**src/hw/rtl/hrhp_pkg.sv**
```systemverilog
// ----------------------------------------------------------------------------
// hrhp_pkg
// shared types, codes and helpers of the http response head parser
// ----------------------------------------------------------------------------
package hrhp_pkg;

    localparam int QUEUE_DEPTH = 4;

    localparam logic [2:0] KIND_SYNTAX = 3'd0;
    localparam logic [2:0] KIND_TEXT   = 3'd1;
    localparam logic [2:0] KIND_NAME   = 3'd2;
    localparam logic [2:0] KIND_VALUE  = 3'd3;
    localparam logic [2:0] KIND_BODY   = 3'd4;

    localparam logic [1:0] STAT_CONT      = 2'd0;
    localparam logic [1:0] STAT_LINE_DONE = 2'd1;
    localparam logic [1:0] STAT_HEAD_DONE = 2'd2;
    localparam logic [1:0] STAT_ERROR     = 2'd3;

    localparam logic [15:0] ACC_MAX = 16'hFFFF;

    // byte classes found by the front end
    typedef struct packed {
        logic is_digit;
        logic is_alpha;
        logic is_token;
        logic is_ctl;
        logic is_sp;
        logic is_ht;
        logic is_cr;
        logic is_lf;
        logic is_colon;
        logic is_dot;
        logic is_slash;
        logic is_h;
        logic is_t;
        logic is_p;
    } byte_class_t;

    // one queued item: raw byte plus its classes
    typedef struct packed {
        logic [7:0]  data;
        byte_class_t cls;
    } entry_t;

    function automatic logic is_separator(input logic [7:0] c);
        logic sep;
        sep = (c == 8'h28) || (c == 8'h29) || (c == 8'h3C) || (c == 8'h3E) ||
              (c == 8'h40) || (c == 8'h2C) || (c == 8'h3B) || (c == 8'h3A) ||
              (c == 8'h5C) || (c == 8'h22) || (c == 8'h2F) || (c == 8'h5B) ||
              (c == 8'h5D) || (c == 8'h3F) || (c == 8'h3D) || (c == 8'h7B) ||
              (c == 8'h7D);
        return sep;
    endfunction

    // acc * 10 + digit, saturating at 16 bits
    function automatic logic [15:0] acc_digit(input logic [15:0] acc,
                                              input logic [3:0]  dig);
        logic [19:0] sum;
        sum = {1'b0, acc, 3'b000} + {3'b000, acc, 1'b0} + {16'h0000, dig};
        return (sum > 20'(ACC_MAX)) ? ACC_MAX : sum[15:0];
    endfunction

endpackage

```
**src/hw/rtl/hrhp_classify.sv**
```systemverilog
// ----------------------------------------------------------------------------
// hrhp_classify
// front end: accepts bytes and tags each with its character classes
// ----------------------------------------------------------------------------
module hrhp_classify
(
    input  logic              byte_valid,
    output logic              byte_ready,
    input  logic [7:0]        data_byte,
    input  logic              queue_full,
    output logic              push,
    output hrhp_pkg::entry_t  push_entry
);

    hrhp_pkg::byte_class_t cls;

    always_comb
    begin
        cls.is_digit = (data_byte >= 8'h30) && (data_byte <= 8'h39);
        cls.is_alpha = ((data_byte >= 8'h41) && (data_byte <= 8'h5A)) ||
                       ((data_byte >= 8'h61) && (data_byte <= 8'h7A));
        cls.is_token = (data_byte > 8'h20) && (data_byte < 8'h7F) &&
                       !hrhp_pkg::is_separator(data_byte);
        cls.is_ctl   = (data_byte < 8'h20) || (data_byte == 8'h7F);
        cls.is_sp    = (data_byte == 8'h20);
        cls.is_ht    = (data_byte == 8'h09);
        cls.is_cr    = (data_byte == 8'h0D);
        cls.is_lf    = (data_byte == 8'h0A);
        cls.is_colon = (data_byte == 8'h3A);
        cls.is_dot   = (data_byte == 8'h2E);
        cls.is_slash = (data_byte == 8'h2F);
        cls.is_h     = (data_byte == 8'h48);
        cls.is_t     = (data_byte == 8'h54);
        cls.is_p     = (data_byte == 8'h50);
    end

    assign byte_ready      = !queue_full;
    assign push            = byte_valid && !queue_full;
    assign push_entry.data = data_byte;
    assign push_entry.cls  = cls;

endmodule

```
**src/hw/rtl/hrhp_queue.sv**
```systemverilog
// ----------------------------------------------------------------------------
// hrhp_queue
// short register queue between the classifier and the parse engine
// ----------------------------------------------------------------------------
module hrhp_queue
#(
    parameter int DEPTH = hrhp_pkg::QUEUE_DEPTH
)
(
    input  logic              clk,
    input  logic              rst_n,
    input  logic              push,
    input  hrhp_pkg::entry_t  push_entry,
    output logic              full,
    input  logic              pop,
    output logic              not_empty,
    output hrhp_pkg::entry_t  head
);

    localparam int PW = (DEPTH > 1) ? $clog2(DEPTH) : 1;
    localparam int CW = $clog2(DEPTH + 1);

    hrhp_pkg::entry_t slot_reg [DEPTH];
    logic [PW-1:0]    wr_ptr_reg;
    logic [PW-1:0]    wr_ptr_next;
    logic [PW-1:0]    rd_ptr_reg;
    logic [PW-1:0]    rd_ptr_next;
    logic [CW-1:0]    count_reg;
    logic [CW-1:0]    count_next;
    logic             do_push;
    logic             do_pop;

    assign full      = (count_reg == CW'(DEPTH));
    assign not_empty = (count_reg != '0);
    assign do_push   = push && !full;
    assign do_pop    = pop && not_empty;
    assign head      = slot_reg[rd_ptr_reg];

    always_comb
    begin
        wr_ptr_next = wr_ptr_reg;
        rd_ptr_next = rd_ptr_reg;
        count_next  = count_reg;
        if (do_push)
        begin
            wr_ptr_next = (wr_ptr_reg == PW'(DEPTH - 1)) ? '0 : wr_ptr_reg + 1'b1;
        end
        if (do_pop)
        begin
            rd_ptr_next = (rd_ptr_reg == PW'(DEPTH - 1)) ? '0 : rd_ptr_reg + 1'b1;
        end
        if (do_push && !do_pop)
        begin
            count_next = count_reg + 1'b1;
        end
        else if (do_pop && !do_push)
        begin
            count_next = count_reg - 1'b1;
        end
    end

    always_ff @(posedge clk or negedge rst_n)
    begin
        if (!rst_n)
        begin
            wr_ptr_reg <= '0;
            rd_ptr_reg <= '0;
            count_reg  <= '0;
        end
        else
        begin
            wr_ptr_reg <= wr_ptr_next;
            rd_ptr_reg <= rd_ptr_next;
            count_reg  <= count_next;
        end
    end

    always_ff @(posedge clk)
    begin
        if (do_push)
        begin
            slot_reg[wr_ptr_reg] <= push_entry;
        end
    end

endmodule

```
**src/hw/rtl/hrhp_engine.sv**
```systemverilog
// ----------------------------------------------------------------------------
// hrhp_engine
// back end: parse state machine, number accumulators and result register
// ----------------------------------------------------------------------------
module hrhp_engine
(
    input  logic              clk,
    input  logic              rst_n,
    input  logic              head_valid,
    input  hrhp_pkg::entry_t  head,
    output logic              pop,
    output logic              result_valid,
    input  logic              result_ready,
    output logic [7:0]        byte_out,
    output logic [2:0]        byte_kind,
    output logic              header_begin,
    output logic [1:0]        parse_status,
    output logic [15:0]       major_version,
    output logic [15:0]       minor_version,
    output logic [15:0]       status_code
);

    localparam logic [4:0] PH_H         = 5'd0;
    localparam logic [4:0] PH_T1        = 5'd1;
    localparam logic [4:0] PH_T2        = 5'd2;
    localparam logic [4:0] PH_P         = 5'd3;
    localparam logic [4:0] PH_SLASH     = 5'd4;
    localparam logic [4:0] PH_MAJ0      = 5'd5;
    localparam logic [4:0] PH_MAJ       = 5'd6;
    localparam logic [4:0] PH_MIN0      = 5'd7;
    localparam logic [4:0] PH_MIN       = 5'd8;
    localparam logic [4:0] PH_CODE0     = 5'd9;
    localparam logic [4:0] PH_CODE      = 5'd10;
    localparam logic [4:0] PH_TEXT0     = 5'd11;
    localparam logic [4:0] PH_TEXT      = 5'd12;
    localparam logic [4:0] PH_LF_STATUS = 5'd13;
    localparam logic [4:0] PH_HDR       = 5'd14;
    localparam logic [4:0] PH_FOLD      = 5'd15;
    localparam logic [4:0] PH_NAME      = 5'd16;
    localparam logic [4:0] PH_SP        = 5'd17;
    localparam logic [4:0] PH_VALUE     = 5'd18;
    localparam logic [4:0] PH_LF_HDR    = 5'd19;
    localparam logic [4:0] PH_LF_HEAD   = 5'd20;
    localparam logic [4:0] PH_BODY      = 5'd21;
    localparam logic [4:0] PH_ERR       = 5'd22;

    logic [4:0]  phase_reg;
    logic [4:0]  phase_next;
    logic [15:0] major_reg;
    logic [15:0] major_next;
    logic [15:0] minor_reg;
    logic [15:0] minor_next;
    logic [15:0] code_reg;
    logic [15:0] code_next;
    logic        seen_reg;
    logic        seen_next;
    logic        valid_reg;
    logic [7:0]  byte_reg;
    logic [2:0]  kind_reg;
    logic        begin_reg;
    logic [1:0]  status_reg;

    logic [2:0]  kind;
    logic        hbegin;
    logic [1:0]  status;
    logic        bad;
    logic [3:0]  dig;
    hrhp_pkg::byte_class_t c;

    assign c    = head.cls;
    assign dig  = head.data[3:0];
    assign pop  = head_valid && (!valid_reg || result_ready);

    always_comb
    begin
        phase_next = phase_reg;
        major_next = major_reg;
        minor_next = minor_reg;
        code_next  = code_reg;
        seen_next  = seen_reg;
        kind       = hrhp_pkg::KIND_SYNTAX;
        hbegin     = 1'b0;
        status     = hrhp_pkg::STAT_CONT;
        bad        = 1'b0;
        unique case (phase_reg)
            PH_H:     if (c.is_h) phase_next = PH_T1; else bad = 1'b1;
            PH_T1:    if (c.is_t) phase_next = PH_T2; else bad = 1'b1;
            PH_T2:    if (c.is_t) phase_next = PH_P; else bad = 1'b1;
            PH_P:     if (c.is_p) phase_next = PH_SLASH; else bad = 1'b1;
            PH_SLASH:
            begin
                if (c.is_slash)
                begin
                    major_next = '0;
                    minor_next = '0;
                    phase_next = PH_MAJ0;
                end
                else
                begin
                    bad = 1'b1;
                end
            end
            PH_MAJ0, PH_MAJ:
            begin
                if (phase_reg == PH_MAJ && c.is_dot)
                begin
                    phase_next = PH_MIN0;
                end
                else if (c.is_digit)
                begin
                    major_next = hrhp_pkg::acc_digit(major_reg, dig);
                    phase_next = PH_MAJ;
                end
                else
                begin
                    bad = 1'b1;
                end
            end
            PH_MIN0, PH_MIN:
            begin
                if (phase_reg == PH_MIN && c.is_sp)
                begin
                    code_next  = '0;
                    phase_next = PH_CODE0;
                end
                else if (c.is_digit)
                begin
                    minor_next = hrhp_pkg::acc_digit(minor_reg, dig);
                    phase_next = PH_MIN;
                end
                else
                begin
                    bad = 1'b1;
                end
            end
            PH_CODE0, PH_CODE:
            begin
                if (phase_reg == PH_CODE && c.is_sp)
                begin
                    phase_next = PH_TEXT0;
                end
                else if (c.is_digit)
                begin
                    code_next  = hrhp_pkg::acc_digit(code_reg, dig);
                    phase_next = PH_CODE;
                end
                else
                begin
                    bad = 1'b1;
                end
            end
            PH_TEXT0, PH_TEXT:
            begin
                if (phase_reg == PH_TEXT && c.is_cr)
                begin
                    phase_next = PH_LF_STATUS;
                end
                else if (c.is_alpha)
                begin
                    kind       = hrhp_pkg::KIND_TEXT;
                    phase_next = PH_TEXT;
                end
                else
                begin
                    bad = 1'b1;
                end
            end
            PH_LF_STATUS:
            begin
                if (c.is_lf)
                begin
                    status     = hrhp_pkg::STAT_LINE_DONE;
                    phase_next = PH_HDR;
                end
                else
                begin
                    bad = 1'b1;
                end
            end
            PH_HDR:
            begin
                if (c.is_cr)
                begin
                    phase_next = PH_LF_HEAD;
                end
                else if (seen_reg && (c.is_sp || c.is_ht))
                begin
                    phase_next = PH_FOLD;
                end
                else if (c.is_token)
                begin
                    kind       = hrhp_pkg::KIND_NAME;
                    hbegin     = 1'b1;
                    seen_next  = 1'b1;
                    phase_next = PH_NAME;
                end
                else
                begin
                    bad = 1'b1;
                end
            end
            PH_FOLD:
            begin
                if (c.is_cr)
                begin
                    phase_next = PH_LF_HDR;
                end
                else if (c.is_sp || c.is_ht)
                begin
                    phase_next = PH_FOLD;
                end
                else if (c.is_ctl)
                begin
                    bad = 1'b1;
                end
                else
                begin
                    kind       = hrhp_pkg::KIND_VALUE;
                    phase_next = PH_VALUE;
                end
            end
            PH_NAME:
            begin
                if (c.is_colon)
                begin
                    phase_next = PH_SP;
                end
                else if (c.is_token)
                begin
                    kind = hrhp_pkg::KIND_NAME;
                end
                else
                begin
                    bad = 1'b1;
                end
            end
            PH_SP:    if (c.is_sp) phase_next = PH_VALUE; else bad = 1'b1;
            PH_VALUE:
            begin
                if (c.is_cr)
                begin
                    phase_next = PH_LF_HDR;
                end
                else if (c.is_ctl)
                begin
                    bad = 1'b1;
                end
                else
                begin
                    kind = hrhp_pkg::KIND_VALUE;
                end
            end
            PH_LF_HDR: if (c.is_lf) phase_next = PH_HDR; else bad = 1'b1;
            PH_LF_HEAD:
            begin
                if (c.is_lf)
                begin
                    status     = hrhp_pkg::STAT_HEAD_DONE;
                    phase_next = PH_BODY;
                end
                else
                begin
                    bad = 1'b1;
                end
            end
            PH_BODY:  kind = hrhp_pkg::KIND_BODY;
            default:  bad = 1'b1;
        endcase
        // sticky error, accumulators keep their values
        if (bad)
        begin
            phase_next = PH_ERR;
            kind       = hrhp_pkg::KIND_SYNTAX;
            hbegin     = 1'b0;
            status     = hrhp_pkg::STAT_ERROR;
        end
    end

    always_ff @(posedge clk or negedge rst_n)
    begin
        if (!rst_n)
        begin
            phase_reg <= PH_H;
            major_reg <= '0;
            minor_reg <= '0;
            code_reg  <= '0;
            seen_reg  <= 1'b0;
            valid_reg <= 1'b0;
        end
        else
        begin
            if (pop)
            begin
                phase_reg <= phase_next;
                major_reg <= major_next;
                minor_reg <= minor_next;
                code_reg  <= code_next;
                seen_reg  <= seen_next;
                valid_reg <= 1'b1;
            end
            else if (result_ready)
            begin
                valid_reg <= 1'b0;
            end
        end
    end

    always_ff @(posedge clk)
    begin
        if (pop)
        begin
            byte_reg   <= head.data;
            kind_reg   <= kind;
            begin_reg  <= hbegin;
            status_reg <= status;
        end
    end

    assign result_valid  = valid_reg;
    assign byte_out      = byte_reg;
    assign byte_kind     = kind_reg;
    assign header_begin  = begin_reg;
    assign parse_status  = status_reg;
    // accumulators only change on pop, so they match the registered item
    assign major_version = major_reg;
    assign minor_version = minor_reg;
    assign status_code   = code_reg;

endmodule

```
**src/hw/rtl/http_response_head_parser_core.sv**
```systemverilog
// ----------------------------------------------------------------------------
// http_response_head_parser_core
// byte-serial parser for an http response status line and header block
// ----------------------------------------------------------------------------
//
//  channel  | handshake                   | payload
//  ---------+-----------------------------+--------------------------------------
//  input    | byte_valid / byte_ready     | data_byte
//  result   | result_valid / result_ready | byte_out, byte_kind, header_begin,
//           |                             | parse_status, major_version,
//           |                             | minor_version, status_code
//
//  one item per clock sustained while result_ready stays high, one result per item
//  in order; each byte is written into the queue, then parsed into the result register
//  the queue (QUEUE_DEPTH items) lets the classifier keep taking bytes while
//  a finished result waits downstream; byte_ready drops only when it is full
//  rst_n clears queue pointers, parse phase, accumulators and result valid
//
module http_response_head_parser_core
#(
    parameter int QUEUE_DEPTH = hrhp_pkg::QUEUE_DEPTH
)
(
    input  logic        clk,
    input  logic        rst_n,
    input  logic        byte_valid,
    output logic        byte_ready,
    input  logic [7:0]  data_byte,
    output logic        result_valid,
    input  logic        result_ready,
    output logic [7:0]  byte_out,
    output logic [2:0]  byte_kind,
    output logic        header_begin,
    output logic [1:0]  parse_status,
    output logic [15:0] major_version,
    output logic [15:0] minor_version,
    output logic [15:0] status_code
);

    // front to queue
    logic             push;
    hrhp_pkg::entry_t push_entry;
    logic             queue_full;

    // queue to back
    logic             head_valid;
    hrhp_pkg::entry_t head;
    logic             pop;

    // front end: character classes are found once, at accept time
    hrhp_classify u_classify
    (
        .byte_valid (byte_valid),
        .byte_ready (byte_ready),
        .data_byte  (data_byte),
        .queue_full (queue_full),
        .push       (push),
        .push_entry (push_entry)
    );

    // decouples input acceptance from result backpressure
    hrhp_queue
    #(
        .DEPTH (QUEUE_DEPTH)
    )
    u_queue
    (
        .clk        (clk),
        .rst_n      (rst_n),
        .push       (push),
        .push_entry (push_entry),
        .full       (queue_full),
        .pop        (pop),
        .not_empty  (head_valid),
        .head       (head)
    );

    // back end: phase machine and accumulators, one item per cycle unless stalled
    hrhp_engine u_engine
    (
        .clk           (clk),
        .rst_n         (rst_n),
        .head_valid    (head_valid),
        .head          (head),
        .pop           (pop),
        .result_valid  (result_valid),
        .result_ready  (result_ready),
        .byte_out      (byte_out),
        .byte_kind     (byte_kind),
        .header_begin  (header_begin),
        .parse_status  (parse_status),
        .major_version (major_version),
        .minor_version (minor_version),
        .status_code   (status_code)
    );

endmodule

```
**config.mk**
```make
export PLATFORM = sky130hd
export DESIGN_NAME = http_response_head_parser_core
export DESIGN_NICKNAME = d
export VERILOG_FILES = /design/src/hw/rtl/hrhp_pkg.sv /design/src/hw/rtl/hrhp_classify.sv /design/src/hw/rtl/hrhp_queue.sv /design/src/hw/rtl/hrhp_engine.sv /design/src/hw/rtl/http_response_head_parser_core.sv
export SDC_FILE = /design/constraint.sdc
export NUM_CORES = 1
export LEC_CHECK = 0
export BUFFER_PORTS_ARGS = -buffer_cell sky130_fd_sc_hd__buf_2
export CORE_MARGIN = 4
export CORE_UTILIZATION = 40
export DETAILED_ROUTE_END_ITERATION = 8
export GPL_TIMING_DRIVEN = 0
export SLEW_MARGIN = 20
export SYNTH_ARGS = -nofsm -noshare
export SYNTH_HDL_FRONTEND = slang
export SYNTH_HIERARCHICAL = 1
export SYNTH_SLANG_ARGS = --single-unit
```
**constraint.sdc**
```tcl
create_clock -name clk -period 3.4 [get_ports clk]
set_input_delay 0.68 -clock clk [delete_from_list [all_inputs] [get_ports clk]]
set_output_delay 0.68 -clock clk [all_outputs]
set_load 0.02 [all_outputs]
```
==> impl_metrics.env <==
export IMPL_routedWlPerCell_um=18.04
export IMPL_worstMarginPinSlew_ns=0.9876
export IMPL_drive_gt1_share_pct=28.87
export IMPL_synth_distinct_cells=89
export IMPL_via_per_inst=5.603
export IMPL_largest_register_ffs=88
export IMPL_crit_slowest_cell="mux4_2"
export IMPL_synth_cell_area_mm2=0.01016
export IMPL_synth_edf_count=102
export IMPL_finalCriticalPeriod_ns=3.818
export IMPL_synth_fp_nets=996
export IMPL_ir_drop_mv=0.3457
export IMPL_gp_congestion=0.8748
export IMPL_violations="negative setup slack"
export IMPL_drtIter0Drc=620
export IMPL_die_y_um=167.4
export IMPL_fin_ws_ns=-0.4185
export IMPL_hold_buffers=0
export IMPL_cts_made_buffers=17
export IMPL_critPathCapture="u_engine/status_code[14]$_DFFE_PN0P_"
export IMPL_clk_pin_slew_ns=0.08
export IMPL_grt_pass1_vias=7308
export IMPL_r2r_cells=12
export IMPL_run_status="complete, but fails checks"
export IMPL_first_pass_iters=5
export IMPL_rr_startpoint="u_queue/rd_ptr_reg[0]$_DFFE_PN0P_"
export IMPL_ant_nets=0
export IMPL_crit_required_ns=3.71
export IMPL_ys_warn_count=6
export IMPL_hp_class="in2async"
export IMPL_p_per_area_mw_per_mm2=771.7
export IMPL_grt_total_usage_pct=17.17
export IMPL_period_share_pct=112.3
export IMPL_clock_path_buffers=2
export IMPL_max_freq_ghz=0.2619
export IMPL_rows=58
export IMPL_routed_wl_um=24150
export IMPL_reg2reg_to="u_engine/status_code[14]$_DFFE_PN0P_"
export IMPL_finalNetCount=1113
export IMPL_slew_headroom_pct=34.09
export IMPL_grt_max_degree=49
export IMPL_critPathKind="reg2reg"
export IMPL_timing_hold_ws_ns=0.1022
export IMPL_synth_seq_cells=164
export IMPL_cts_tree="built"
export IMPL_grt_overflow_total=0
export IMPL_finalHoldViolCount=0
export IMPL_dpl_worst_slack_ns=-0.6355
export IMPL_drc=0
export IMPL_vias=7502
export IMPL_setup_viol=48
export IMPL_max_cap_violations=0
export IMPL_initial_utilization_pct=40.46
export IMPL_final_max_slew_viol_count=0
export IMPL_critPathLaunch="u_queue/rd_ptr_reg[0]$_DFFE_PN0P_"
export IMPL_rsz0062_at_grt="yes"
export IMPL_die_w_um=167.4
export IMPL_power_leakage_nw=5.295
export IMPL_final_core_util_pct=49.01
export IMPL_path_max_fanout=6
export IMPL_ff2ff_setup_slack_ns=-0.42
export IMPL_skew_ns=0.01379
export IMPL_start_kind="flip-flop"
export IMPL_grt_first_pass_wirelength_um=39250
export IMPL_cp_arrival_ns=4.13
export IMPL_async_reset_ff_share_pct=37.80
export IMPL_synth_ff_type="edfxtp_1"
export IMPL_antenna_found_initial=0
export IMPL_dp_hpwl_um=16710
export IMPL_syn_area_per_cell_um2=11.57
export IMPL_htree_levels=4
export IMPL_die_area_mm2=0.02801
export IMPL_root_buffer="clkbuf_16"
export IMPL_synth_seq_area_share_pct=45.42
export IMPL_core_region_area_mm2=0.02511
export IMPL_clock_sinks=164
export IMPL_io_pins=76
export IMPL_critPathCaptureType="flip-flop"
export IMPL_clock_latency_ns=0.44
export IMPL_syn_inst=878
export IMPL_syn_to_final_growth_pct=21.13
export IMPL_port_buffers=73
export IMPL_crit_chain="buf_6 > buf_12 > mux4_2 > fa_1 > fa_2 > a21oi_4 > o2111ai_2 > o211ai_1 > a2bb2oi_2 > mux2_4 > nor4_2 > o21ai_0"
export IMPL_cpPeakStageDelay_ns=0.60
stage by stage:
stage	cells	power (mW)	instance area (µm²)	TNS, ns
2_1_floorplan	878	6.060	10240	-5.093
3_3_place_gp	1281	7.052	11020	-23.22
3_5_place_dp	1282	7.113	11050	-24.23
4_1_cts	1335	9.438	12150	-16.31
5_1_grt	1338	10.18	12300	-24.35
6_report	1339	9.498	12310	-17.43
where the power goes:
part / leakage, nW / total [mW] / switching [mW] / internal, mW
combinational: 3.25 / 4.39 / 2.46 / 1.94
clock: 0.312 / 2.06 / 0.974 / 1.08
sequential: 1.73 / 3.05 / 0.365 / 2.68
cells in the final DEF, fill, tap and decap left out, types with 5 or more instances in the layout:
cell type    n
buf_2       81
a31oi_1      5
o221a_4     10
inv_1       23
o211ai_1     7
o21ai_0     51
nand4_1      7
clkbuf_1    16
o21ai_2      7
ha_1        96
dfrtp_1     62
nor4_1       6
nand2b_1    13
edfxtp_1   102
nor2_4      12
mux4_2      22
o221a_2      6
nor3_1      14
clkbuf_16   18
o21bai_1     5
nand2_1     54
a21oi_1     44
o21ai_1     13
xor2_1      20
buf_12       5
buf_6       10
a211oi_2     5
a21oi_2     16
nand3_1     16
and3_1       6
nor2_1      47
clkinv_8     8
mux2_4       6
a21o_1      14
buf_4       29
xnor2_1     15
a32oi_1      5
nor2b_1      9
logic make-up (layout without fill, tap and decap cells):
group | count (synthesis) | in the layout | synth area share, %
other | 0 | 1 | 0
flip-flops | 164 | 164 | 45.42
buffers and inverters | 72 | 202 | 3.990
XOR/XNOR | 35 | 35 | 3.017
AND/OR/NAND/NOR | 236 | 236 | 12.48
adder cells (fa/ha/maj) | 106 | 106 | 13.57
multiplexers | 34 | 34 | 6.305
AO/OA/AOI/OAI | 231 | 231 | 15.22
final cells by class:
type                            instances  area, µm²
Fill cell                            2293      12800
Multi-Input combinational cell        642       5542
Sequential cell                       164       4614
Timing Repair Buffer                   99      655.6
Clock buffer                           17      425.4
Tap cell                              330      412.9
Buffer                                 47      339.1
Clock inverter                         15      225.2
Inverter                               24      90.09
Antenna cell                            1      2.502
worst max-delay path, delay by kind of cell, from the launching register on:
family	cells	cell delay, ns
adders and majority gates	2	0.94
buffers and inverters	2	0.24
AOI/OAI and AO/OA	5	0.82
muxes	2	0.99
DFF	1	0.39
and+or+nand+nor	1	0.30
how the worst min path moves through the flow:
| stage | to | cells past startpoint |
|---|---|---|
| 2_1_floorplan | u_engine/major_version[0]$_DFFE_PN0P_ | 0 |
| 3_3_place_gp | u_queue/count_reg[2]$_DFFE_PN0P_ | 1 |
| 3_5_place_dp | u_queue/count_reg[2]$_DFFE_PN0P_ | 1 |
| 4_1_cts | u_engine/major_version[10]$_DFFE_PN0P_ | 1 |
| 5_1_grt | u_engine/major_version[10]$_DFFE_PN0P_ | 1 |
| 6_report | u_engine/major_version[10]$_DFFE_PN0P_ | 1 |
synthesized netlist by cell type (all sizes together), types with 9 or more instances:
cell    instances  area (µm²)
inv            24       90.08
ha             99        1239
nor2b          10       65.06
nor3           16       85.08
a21oi          61       309.1
mux4           22       495.5
nand2b         13       81.33
clkbuf         18       67.56
a21o           14       105.1
xor2           20       175.2
o21ai          72       364.1
xnor2          15       131.4
a211oi          9       72.57
o221a          16       180.2
edfxtp        102        3063
dfrtp          62        1551
nor2           64       256.5
nand2          56       217.7
nand3          17       90.09
buf            30       247.7
per-layer routing:
layer | up-vias | global-route usage, % | share of wire, %
met2 | 190 | 27.63 | 48
met3 | 33 | 3.376 | 4.5
li1 | 3591 | - | -
met4 | 0 | 4.128 | 1.3
met5 | - | 0 | 0
met1 | 3688 | 24.13 | 46
what timing repair did:
item                       4_1_cts  5_1_grt
gates cloned                     3        0
pin swaps                       20       25
resized for setup               56       28
hold endpoints to repair         0        0
setup endpoints to repair       48       54
buffers inserted                18        4
(Power assumes the default switching activity.)
